==> config.mk <==
export PLATFORM = sky130hd
export DESIGN_NAME = lbc_ctrl
export DESIGN_NICKNAME = d
export VERILOG_FILES = /design/src/hdl/lbc_pkg.sv /design/src/hdl/lbc_ctrl.sv
export SDC_FILE = /design/constraint.sdc
export NUM_CORES = 1
export LEC_CHECK = 0
export BUFFER_PORTS_ARGS = -buffer_cell sky130_fd_sc_hd__buf_2
export CORE_AREA = 10 10 47 49
export CTS_CLUSTER_DIAMETER = 80
export DETAILED_ROUTE_END_ITERATION = 7
export DIE_AREA = 0 0 57 59
export GPL_ROUTABILITY_DRIVEN = 1
export PLACE_DENSITY = 0.44
export RECOVER_POWER = 100
export SLEW_MARGIN = 20
export SYNTH_ARGS = -nofsm -noshare
export SYNTH_HDL_FRONTEND = slang
export SYNTH_SLANG_ARGS = --single-unit
export TNS_END_PERCENT = 50
==> constraint.sdc <==
create_clock -name clk -period 2.1 [get_ports clk]
set_clock_uncertainty 0.05 [all_clocks]
set_input_delay 0 -clock clk [delete_from_list [all_inputs] [get_ports clk]]
set_output_delay 0 -clock clk [all_outputs]
set_load 0.01 [all_outputs]
==> src/hdl/lbc_pkg.sv <==
// Shared types and constants for the LRU block cache.
package lbc_pkg;

	localparam int KIND_W = 3;
	localparam int TAG_W = 31;
	localparam int CNT_W = 32;
	localparam int CAP_W = 7;
	localparam int WORD_W = 64;

	localparam logic [KIND_W-1:0] OP_GET = 3'd0;
	localparam logic [KIND_W-1:0] OP_PUT = 3'd1;
	localparam logic [KIND_W-1:0] OP_REMOVE = 3'd2;
	localparam logic [KIND_W-1:0] OP_CLEAR = 3'd3;
	localparam logic [KIND_W-1:0] OP_PROBE = 3'd4;

	// Operation beat
	typedef struct packed {
		logic [KIND_W-1:0] kind;
		logic [TAG_W-1:0] blk_num;
		logic [WORD_W-1:0] block_data;
	} lbc_op_t;

	// Result beat
	typedef struct packed {
		logic found;
		logic [WORD_W-1:0] read_data;
		logic evicted;
		logic [TAG_W-1:0] evicted_block;
		logic [CAP_W-1:0] blocks_held;
		logic [CNT_W-1:0] hit_count;
		logic [CNT_W-1:0] miss_count;
	} lbc_res_t;

	// Controller to datapath commands
	typedef struct packed {
		logic load;       // capture input beat, start lookup
		logic match;      // register tag compare
		logic scan_step;  // walk one slot of the victim/free scan
		logic scan_init;  // reset scan pointer
		logic commit;     // apply update, fill result register
	} lbc_cmd_t;

	// Datapath to controller status
	typedef struct packed {
		logic scan_done;
		logic need_scan;
	} lbc_sts_t;

endpackage

==> src/hdl/lbc_ctrl.sv <==
// Sequencing controller for the LRU block cache.
module lbc_ctrl import lbc_pkg::*; (
	input  logic clk,
	input  logic arst_n,
	input  logic in_valid,
	output logic in_ready,
	output logic out_valid,
	input  logic out_ready,
	input  lbc_sts_t sts,
	output lbc_cmd_t cmd
);

	typedef enum logic [4:0] {
		ST_IDLE   = 5'b00001,
		ST_MATCH  = 5'b00010,
		ST_SCAN   = 5'b00100,
		ST_COMMIT = 5'b01000,
		ST_OUT    = 5'b10000
	} state_t;

	state_t state_q, state_d;

	// Next state
	always_comb begin
		state_d = state_q;
		cmd = '0;
		in_ready = 1'b0;
		out_valid = 1'b0;
		case (state_q)
			ST_IDLE: begin
				in_ready = 1'b1;
				if (in_valid) begin
					cmd.load = 1'b1;
					state_d = ST_MATCH;
				end
			end
			ST_MATCH: begin
				cmd.match = 1'b1;
				cmd.scan_init = 1'b1;
				state_d = ST_SCAN;
			end
			ST_SCAN: begin
				if (!sts.need_scan || sts.scan_done) begin
					state_d = ST_COMMIT;
				end else begin
					cmd.scan_step = 1'b1;
				end
			end
			ST_COMMIT: begin
				cmd.commit = 1'b1;
				state_d = ST_OUT;
			end
			ST_OUT: begin
				out_valid = 1'b1;
				if (out_ready) begin
					state_d = ST_IDLE;
				end
			end
			default: state_d = ST_IDLE;
		endcase
	end

	always_ff @(posedge clk or negedge arst_n) begin
		if (!arst_n) begin
			state_q <= ST_IDLE;
		end else begin
			state_q <= state_d;
		end
	end

`ifndef SYNTH
	a_onehot: assert property (@(posedge clk) disable iff (!arst_n) $onehot(state_q))
		else $error("state not one-hot");
	a_load_idle: assert property (@(posedge clk) disable iff (!arst_n)
		cmd.load |-> state_q == ST_IDLE) else $error("load outside idle");
	a_commit_out: assert property (@(posedge clk) disable iff (!arst_n)
		cmd.commit |=> out_valid) else $error("commit without result");
`endif

endmodule

==> results of run 1 <==
synth_stat cells (all sizes together):
cell type	instances	area, sq um
nor2	4	17.5
a21boi	1	7.51
nand2	2	7.51
nor2b	2	15.0
nor4bb	1	10.0
nor4	2	12.5
a221oi	1	8.76
dfrtp	4	100
dfstp	1	26.3
or3	1	11.3
or2	1	6.26
and2	1	6.26
nor3b	1	7.51
nor3	2	10.0
a21oi	2	10.0
inv	1	3.75
buf	1	7.51
and3	3	18.8
or3b	1	11.3
nand2b	1	6.26
worst min-delay path, stage by stage:
cell     delay, ns
buf_2         0.07
nor2b_1       0.18
nor2_1        0.07
repair_timing:
item                       CTS  global route
hold buffers                 4             0
resized for setup            0             0
hold endpoints to repair     9             0
setup endpoints to repair    0             0
metrics by stage:
stage                     power (uW)  std cells  hold WS, ns  worst slack, ns
after global routing             479         68        0.102            0.322
final                            441         68       0.0696            0.396
after floorplan                  291         33       -0.346            0.629
after detailed placement         352         60       -0.232            0.545
after global placement           348         60       -0.230            0.553
after CTS                        469         68       0.0410            0.393
metal layers:
layer / share of wire / wire length, um
met1: 0.44 / 323
met2: 0.50 / 369
met3: 0.062 / 46
met4: 0 / 0
met5: 0 / 0
placed cells by master (no fill, tap or decap), types with 2 or more instances in the layout:
master,count
and3_1,3
a21oi_1,2
clkbuf_1,7
dfrtp_1,4
clkbuf_4,3
nor3_1,2
nor4_1,2
dlygate4sd3_1,4
buf_2,6
nor2_1,4
nand2_1,2
layout make-up:
cell class	instances	area, sq um	share of cell area
Timing Repair Buffer	16	92.6	0.218
Tap cell	16	20.0	0.0471
Clock buffer	4	26.3	0.0618
Inverter	1	3.75	0.00882
Multi-Input combinational cell	26	156	0.368
Sequential cell	5	126	0.297
power breakdown:
part / switching [uW] / total [uW] / leakage, uW / internal, uW
clock: 35.4 / 107 / 0.0000150 / 71.6
combinational: 86.2 / 168 / 0.000120 / 81.5
sequential: 40.0 / 166 / 0.0000651 / 127
worst max path at each step:
stage                       to  cells after the start  slack, ns  startpoint
floorplan           state_q[4]                      4       0.63  state_q[2]
global placement    state_q[4]                      4       0.55  state_q[2]
detailed placement  state_q[4]                      4       0.54  state_q[2]
CTS                  out_valid                      4       0.39  state_q[2]
global route         out_valid                      4       0.32  state_q[2]
finish               out_valid                      4       0.40  state_q[2]
logic make-up (layout without fill, tap and decap cells):
logic type / count (synthesis) / after routing / share of synthesized area
buf+inv: 2 / 21 / 0.0370
simple gates: 22 / 22 / 0.461
compound gates: 4 / 4 / 0.0864
flops: 5 / 5 / 0.416
==> flow_metrics.env, run 1 <==
export IMPL_outcome="finished, final reports clean"
export IMPL_layout_drive_gt1_share=0.212
export IMPL_grt_pass1_vias=303
export IMPL_placed_cell_area_sq_um=377
export IMPL_largest_reg_flops=5
export IMPL_wirelength_um=738
export IMPL_ys_ff_latch=5
export IMPL_area_growth_pct=39.9
export IMPL_cap_violations=0
export IMPL_syn_area_per_cell_sq_um=9.21
export IMPL_hold_viol=0
export IMPL_final_net_count=59
export IMPL_antenna_found_initial=0
export IMPL_crit_chain="or3_1, or3b_1, inv_1, buf_2"
export IMPL_ioPinCount=13
export IMPL_cts_buffers=3
export IMPL_reg2reg_slack_ns=0.48
export IMPL_grtUsageMet1=0.0407
export IMPL_wl_per_cell_um=10.9
export IMPL_grt_usage=0.0446
export IMPL_num_fill_cells=171
export IMPL_die_h_um=59
export IMPL_synthesis_nets=39
export IMPL_critPathBufInv=2
export IMPL_cts_tree="yes"
export IMPL_critPathKind="flip-flop to output pin"
export IMPL_die_area_sq_mm=0.00336
export IMPL_r2r_end="state_q[4]"
export IMPL_clock_tree_buffer_depth=2
export IMPL_cp_slowest_cell="or3_1"
export IMPL_n_antenna_cell=0
export IMPL_tightestPinTransition_ns=0.372
export IMPL_top_register="state_q"
export IMPL_worstSkewPairLatency_ns=0.24
export IMPL_rows=14
export IMPL_rsz0062_at_grt="no"
export IMPL_crit_fanout=7
export IMPL_grt_use_met2=0.0713
export IMPL_setup_viol=0
export IMPL_postCtsSetupRepairBufs=0
export IMPL_ys_warn_count=0
export IMPL_max_clock_freq_ghz=0.587
export IMPL_syn_cell_area_sq_um=304
export IMPL_globalplace_congestion=0.627
export IMPL_finalInstanceArea_sq_um=425
export IMPL_crit_family="simple AND/OR/NAND/NOR gates"
export IMPL_ir_drop_mv=0.410
export IMPL_hold_end="state_q[3]"
export IMPL_min_delay_start="sts[0]"
export IMPL_clk_pin_slew_worst_paths_ns=0.04
export IMPL_grt_overflow_total=0
export IMPL_drtAntennaViolNets=0
export IMPL_clock_sinks=5
export IMPL_grt_pass1_wl_um=1150
export IMPL_p_per_area_mw_per_mm2=1040
export IMPL_vias=294
export IMPL_setup_tns_ns=0
export IMPL_slew_limit_headroom=0.750
export IMPL_leakagePower_uw=0.000200
export IMPL_first_pass_iters=1
export IMPL_drc=0
export IMPL_fin_crit_ns=1.70
export IMPL_worstPathArrival_ns=1.65
export IMPL_r2r_cells=4
export IMPL_r2r_start="state_q[2]"
export IMPL_grt_busiest_layer="met2"
export IMPL_fin_util=0.304
export IMPL_slew_violations=0
export IMPL_grt_max_degree=10
export IMPL_critPathRequiredTime_ns=2.05
export IMPL_largestRegisters="state_q: 5 flops"
export IMPL_met3_usage=0.0172
export IMPL_hold_class="input pin to flip-flop"
export IMPL_coreArea_sq_mm=0.00140
export IMPL_setup_worst_path_start_class="flip-flop"
export IMPL_root_buffer="clkbuf_4"
export IMPL_netlist_instances=33
export IMPL_dp_hpwl_um=593
export IMPL_cts_htree_levels=1
export IMPL_fp_dieW_um=57
export IMPL_synth_cell_types=22
export IMPL_hold_path_depth=3
export IMPL_initial_core_util=0.217
export IMPL_drt_iter0_drc=0
export IMPL_vias_per_cell=4.32
export IMPL_min_period_over_period=0.811
export IMPL_cp_end_kind="output pin"
export IMPL_port_buffers=12
export IMPL_ys_seq_area_frac=0.416
export IMPL_max_stage_delay_ns=0.43
(Power assumes the default switching activity.)
==> inputs of run 2 (changes only) <==
- ABC_AREA: not set -> 1
- PLACE_DENSITY: 0.44 -> 0.46
- clock period: 2.1 -> 1.7 ns (I/O delays scaled with it)
==> run 2 against run 1 <==
Net effect: first-iteration DRC count increased by 7; global-route usage increased by 0.27 points; cell count increased by 19%; largest power group unchanged; highest routed layer is now met4.
==> flow_metrics.env, run 2 <==
export IMPL_outcome="finished, final reports clean"
export IMPL_coreArea_sq_mm=0.00140
export IMPL_multi_input_area_sq_um=145
export IMPL_instances_no_fill=81
export IMPL_top_register="state_q"
export IMPL_min_period_over_period=0.844
export IMPL_rows=14
export IMPL_synth_area_leaders="dfrtp_1 30%, inv_1 13%, nand2_1 10%"
export IMPL_wl_per_cell_um=9.67
export IMPL_synthTopCellsByCount="11 x inv_1, 9 x nand2_1, 9 x nor2_1, 4 x dfrtp_1, 3 x nor2_2"
export IMPL_grt_pass1_vias=323
export IMPL_ioPinCount=13
export IMPL_setup_tns_ns=0
export IMPL_die_area_sq_mm=0.00336
export IMPL_postCtsSetupRepairBufs=0
export IMPL_largestRegisters="state_q: 5 flops"
export IMPL_worstSkewPairLatency_ns=0.24
export IMPL_place_inst=75
export IMPL_synth_most_common_cell="inv_1"
export IMPL_globalplace_congestion=0.759
export IMPL_reg2reg_slack_ns=0.51
export IMPL_n_antenna_cell=0
export IMPL_vias=317
export IMPL_grt_pass1_wl_um=1240
export IMPL_layout_drive_gt1_share=0.231
export IMPL_netlist_instances=48
export IMPL_critPathRequiredTime_ns=1.65
export IMPL_p_per_area_mw_per_mm2=1400
export IMPL_first_pass_iters=4
export IMPL_syn_cell_area_sq_um=329
export IMPL_clk_pin_slew_worst_paths_ns=0.04
export IMPL_cts_buffers=3
export IMPL_max_clock_freq_ghz=0.697
export IMPL_p_comb_frac=0.482
export IMPL_p_int_uw=349
export IMPL_leakagePower_uw=0.000278
export IMPL_grt_max_degree=6
export IMPL_hold_class="input pin to flip-flop"
export IMPL_yosysTopAreaCellShare=0.304
export IMPL_synthArstFlopShare=1.00
export IMPL_clock_tree_buffer_depth=2
export IMPL_hold_path_depth=4
export IMPL_root_buffer="clkbuf_4"
export IMPL_worstPathArrival_ns=1.38
export IMPL_num_fill_cells=164
export IMPL_ys_warn_count=0
export IMPL_slew_limit_headroom=0.809
export IMPL_fin_crit_ns=1.43
export IMPL_synth_cell_types=15
export IMPL_drc=0
export IMPL_synthesis_nets=54
export IMPL_tightestPinTransition_ns=0.286
export IMPL_ir_drop_mv=0.478
export IMPL_setup_viol=0
export IMPL_drt_iter0_drc=7
export IMPL_clock_sinks=5
export IMPL_final_common_cell="inv_1"
export IMPL_regArea_sq_um=126
export IMPL_cts_resized=0
export IMPL_setup_worst_path_start_class="flip-flop"
export IMPL_vias_per_cell=3.91
export IMPL_rsz0062_at_grt="no"
export IMPL_cap_violations=0
export IMPL_synth_edff_count=0
export IMPL_cts_hold_fix_buffers=2
export IMPL_syn_area_per_cell_sq_um=6.86
export IMPL_switchingPower_uw=265
export IMPL_ys_ff_latch=5
export IMPL_wirelength_um=783
export IMPL_drtAntennaViolNets=0
export IMPL_grt_usage=0.0473
export IMPL_largest_reg_flops=5
export IMPL_area_growth_pct=32.7
export IMPL_synth_top_cell_by_area="dfrtp_1"
export IMPL_fp_dieW_um=57
export IMPL_final_net_count=72
export IMPL_port_buffers=12
export IMPL_power_frac_seq=0.299
export IMPL_cp_end_kind="output pin"
export IMPL_slew_violations=0
export IMPL_crit_fanout=3
export IMPL_cts_tree="yes"
export IMPL_synth_main_ff_cell="dfrtp_1"
export IMPL_antenna_found_initial=0
export IMPL_hold_viol=0
export IMPL_initial_core_util=0.235
export IMPL_whs_ns=0.0169
export IMPL_critPathKind="flip-flop to output pin"
export IMPL_r2r_cells=6
export IMPL_p_clk_frac=0.218
export IMPL_grt_overflow_total=0
export IMPL_cts_htree_levels=1
export IMPL_die_h_um=59
export IMPL_ys_seq_area_frac=0.384
export IMPL_final_cell_mix="12 x inv_1, 11 x nor2_1, 9 x nand2_1"
export IMPL_dp_hpwl_um=651
export IMPL_swShare=0.431
==> run 2: cell count changes after synthesis, sizes merged, moves of 2 or more <==
cell | before | now
nor3 | 2 | 0
o21ai | 0 | 3
nand2 | 2 | 10
nand3 | 0 | 3
nor4 | 2 | 0
nor2 | 4 | 13
a21oi | 2 | 0
and3 | 3 | 0
inv | 1 | 12
nor2b | 2 | 0
==> run 2: layer usage <==
layer / up-vias / global-route usage / wire length (um)
li1: 172 / - / -
met3: 2 / 0.0258 / 86
met2: 10 / 0.0651 / 324
met4: 0 / 0.0503 / 7
met5: - / 0 / 0
met1: 133 / 0.0480 / 364
==> run 2: cells by family after synthesis <==
kind of cell,Yosys count,synth area share
AOI/OAI and AO/OA,3,0.0456
buffers and inverters,13,0.160
and+or+nand+nor,27,0.411
DFF,5,0.384
==> run 2: power groups by stage <==
stage	clock (uW)	combinational [uW]	sequential, uW
final	134	296	184
after global routing	152	345	187
after CTS	144	319	189
after detailed placement	0	314	191
after global placement	0	318	190
after floorplan	0	240	185
==> run 2: cell type report <==
cell class,count,share of cell area
clock buffer,4,0.0602
inverter,12,0.103
sequential,5,0.289
multi-input combinational,30,0.332
timing repair buffer,14,0.169
tap,16,0.0458
==> run 2: critical path, cell delays in order, from the launching register on <==
cell and delay (ns):
dfstp_1 0.53, inv_1 0.06, nor2_1 0.20, nand2_2 0.10
nor2_1 0.09, clkbuf_1 0.16
==> run 2: path summary, 6_finish.rpt <==
check,start,end
min in group asynchronous,arst_n,state_q[1]
worst min register to register,state_q[3],state_q[3]
worst max-delay path,state_q[0],cmd[4]
worst max register to register,state_q[1],state_q[3]
worst min-delay path,sts[1],state_q[2]
max in group asynchronous,arst_n,state_q[0]
==> run 2: metrics by stage <==
stage	setup WS (ns)	util	cell area, sq um	power, uW
final	0.265	0.312	437	613
after detailed placement	0.537	0.287	402	505
after floorplan	0.588	-	329	426
after global routing	0.0975	0.312	437	685
after global placement	0.545	0.287	402	508
after CTS	0.286	0.320	448	652
==> inputs of run 3 (changes only) <==
- clock period: 1.7 -> 1.36 ns (I/O delays scaled with it)
==> run 3 against run 2 <==
Net effect: first-iteration DRC count down 43%; register-to-register slack worse by 0.36 ns; sequential power increased by 27%; hold slack improved by 0.034 ns; cell count did not move; largest power group unchanged.
==> flow_metrics.env, run 3 (synthesis results as in run 2) <==
export IMPL_final_cell_mix="11 x inv_1, 9 x nand2_1, 9 x buf_2"
export IMPL_clock_sinks=5
export IMPL_p_comb_frac=0.494
export IMPL_area_growth_pct=34.6
export IMPL_clock_tree_buffer_depth=2
export IMPL_worstSkewPairLatency_ns=0.24
export IMPL_clk_pin_slew_worst_paths_ns=0.04
export IMPL_slew_limit_headroom=0.811
export IMPL_die_h_um=59
export IMPL_placed_cell_area_sq_um=402
export IMPL_leakagePower_uw=0.000287
export IMPL_n_antenna_cell=0
export IMPL_cts_htree_levels=1
export IMPL_slew_violations=0
export IMPL_setup_slack_ns=0.00837
export IMPL_switchingPower_uw=338
export IMPL_first_pass_iters=2
export IMPL_rows=14
export IMPL_reg2reg_slack_ns=0.15
export IMPL_critPathRequiredTime_ns=1.31
export IMPL_wl_per_cell_um=9.78
export IMPL_r2r_start="state_q[0]"
export IMPL_port_buffers=12
export IMPL_whs_ns=0.0512
export IMPL_drtAntennaViolNets=0
export IMPL_wirelength_um=792
export IMPL_setup_viol=0
export IMPL_globalplace_congestion=0.759
export IMPL_outcome="finished, final reports clean"
export IMPL_vias=327
export IMPL_power_frac_seq=0.296
export IMPL_grt_pass1_vias=327
export IMPL_worstPathArrival_ns=1.30
export IMPL_vias_per_cell=4.04
export IMPL_max_clock_freq_ghz=0.740
export IMPL_critPathKind="flip-flop to output pin"
export IMPL_fp_dieW_um=57
export IMPL_drc=0
export IMPL_grt_pass1_wl_um=1250
export IMPL_grt_overflow_total=0
export IMPL_dp_hpwl_um=651
export IMPL_rsz0062_at_grt="yes"
export IMPL_drt_iter0_drc=4
export IMPL_layout_drive_gt1_share=0.323
export IMPL_cts_buffers=3
export IMPL_num_fill_cells=162
export IMPL_antenna_found_initial=0
export IMPL_finalInstanceArea_sq_um=443
export IMPL_coreArea_sq_mm=0.00140
export IMPL_largest_reg_flops=5
export IMPL_final_common_cell="inv_1"
export IMPL_p_int_uw=455
export IMPL_hold_class="input pin to flip-flop"
export IMPL_ioPinCount=13
export IMPL_instances_no_fill=81
export IMPL_crit_start="state_q[0]"
export IMPL_largestRegisters="state_q: 5 flops"
export IMPL_p_per_area_mw_per_mm2=1790
export IMPL_cts_tree="yes"
export IMPL_dpl_worst_slack_ns=0.197
export IMPL_p_clk_frac=0.210
export IMPL_min_delay_start="out_ready"
export IMPL_min_period_over_period=0.994
export IMPL_top_register="state_q"
export IMPL_grt_usage=0.0477
export IMPL_die_area_sq_mm=0.00336
export IMPL_cp_end_kind="output pin"
export IMPL_crit_fanout=4
export IMPL_setup_worst_path_start_class="flip-flop"
export IMPL_swShare=0.426
export IMPL_hold_viol=0
export IMPL_final_net_count=72
export IMPL_root_buffer="clkbuf_4"
export IMPL_tightestPinTransition_ns=0.283
export IMPL_setup_tns_ns=0
export IMPL_grt_max_degree=6
export IMPL_cap_violations=0
export IMPL_fin_crit_ns=1.35
export IMPL_place_inst=75
export IMPL_ir_drop_mv=0.606
export IMPL_initial_core_util=0.235
-- run 3: changes by cell type in the layout (fill, tap and decap cells not counted), moves of 2 or more --
cell,previous run,this run
nor2_1,11,8
buf_2,7,9
clkbuf_1,6,3
nor2_2,1,4
-- run 3: area by class of cell --
type | count | area [sq um] | area share
Inverter | 12 | 45.0 | 0.102
Timing Repair Buffer | 14 | 77.6 | 0.175
Clock buffer | 4 | 26.3 | 0.0593
Tap cell | 16 | 20.0 | 0.0452
Multi-Input combinational cell | 30 | 148 | 0.333
Sequential cell | 5 | 126 | 0.285
-- run 3: per-stage QoR --
| step | utilization | total power, uW |
|---|---|---|
| floorplan | - | 532 |
| global placement | 0.287 | 635 |
| detailed placement | 0.287 | 631 |
| CTS | 0.321 | 823 |
| global route | 0.316 | 883 |
| finish | 0.316 | 793 |
-- run 3: per-layer routing --
metal  track usage  wire (um)  vias to the layer above
met5             0          0                        -
met1        0.0480        365                      143
li1              -          -                      172
met2        0.0667        330                       10
met3        0.0258         88                        2
met4        0.0503          7                        0
-- run 3: power groups by stage --
stage	Combinational (uW)	Sequential (uW)	Clock, uW
after floorplan	301	231	0
after global placement	397	238	0
after detailed placement	393	239	0
after CTS	405	238	180
after global routing	453	240	190
final	392	234	167
-- run 3: critical path, cell delays in order (launching register included) --
cell and delay (ns):
dfstp_1 0.53, inv_1 0.07, nand2_1 0.07, nor2_2 0.05, nand3_1 0.15, inv_1 0.05
buf_2 0.13
-- run 3: path summary, 6_finish.rpt --
path	end	cells after the start
min in group asynchronous	state_q[1]	2
max in group asynchronous	state_q[0]	2
setup reg to reg	state_q[0]	6
setup / recovery	cmd[2]	6
hold / removal	state_q[4]	4
hold reg to reg	state_q[3]	3
-- run 3: repair_timing --
| item | in CTS | in global routing |
|---|---|---|
| resized for setup | 1 | 0 |
| hold buffers | 2 | 0 |
| hold endpoints to repair | 7 | 0 |
| gates cloned | 0 | 0 |
| setup buffers | 0 | 0 |
| endpoints found under the setup margin | 2 | 5 |
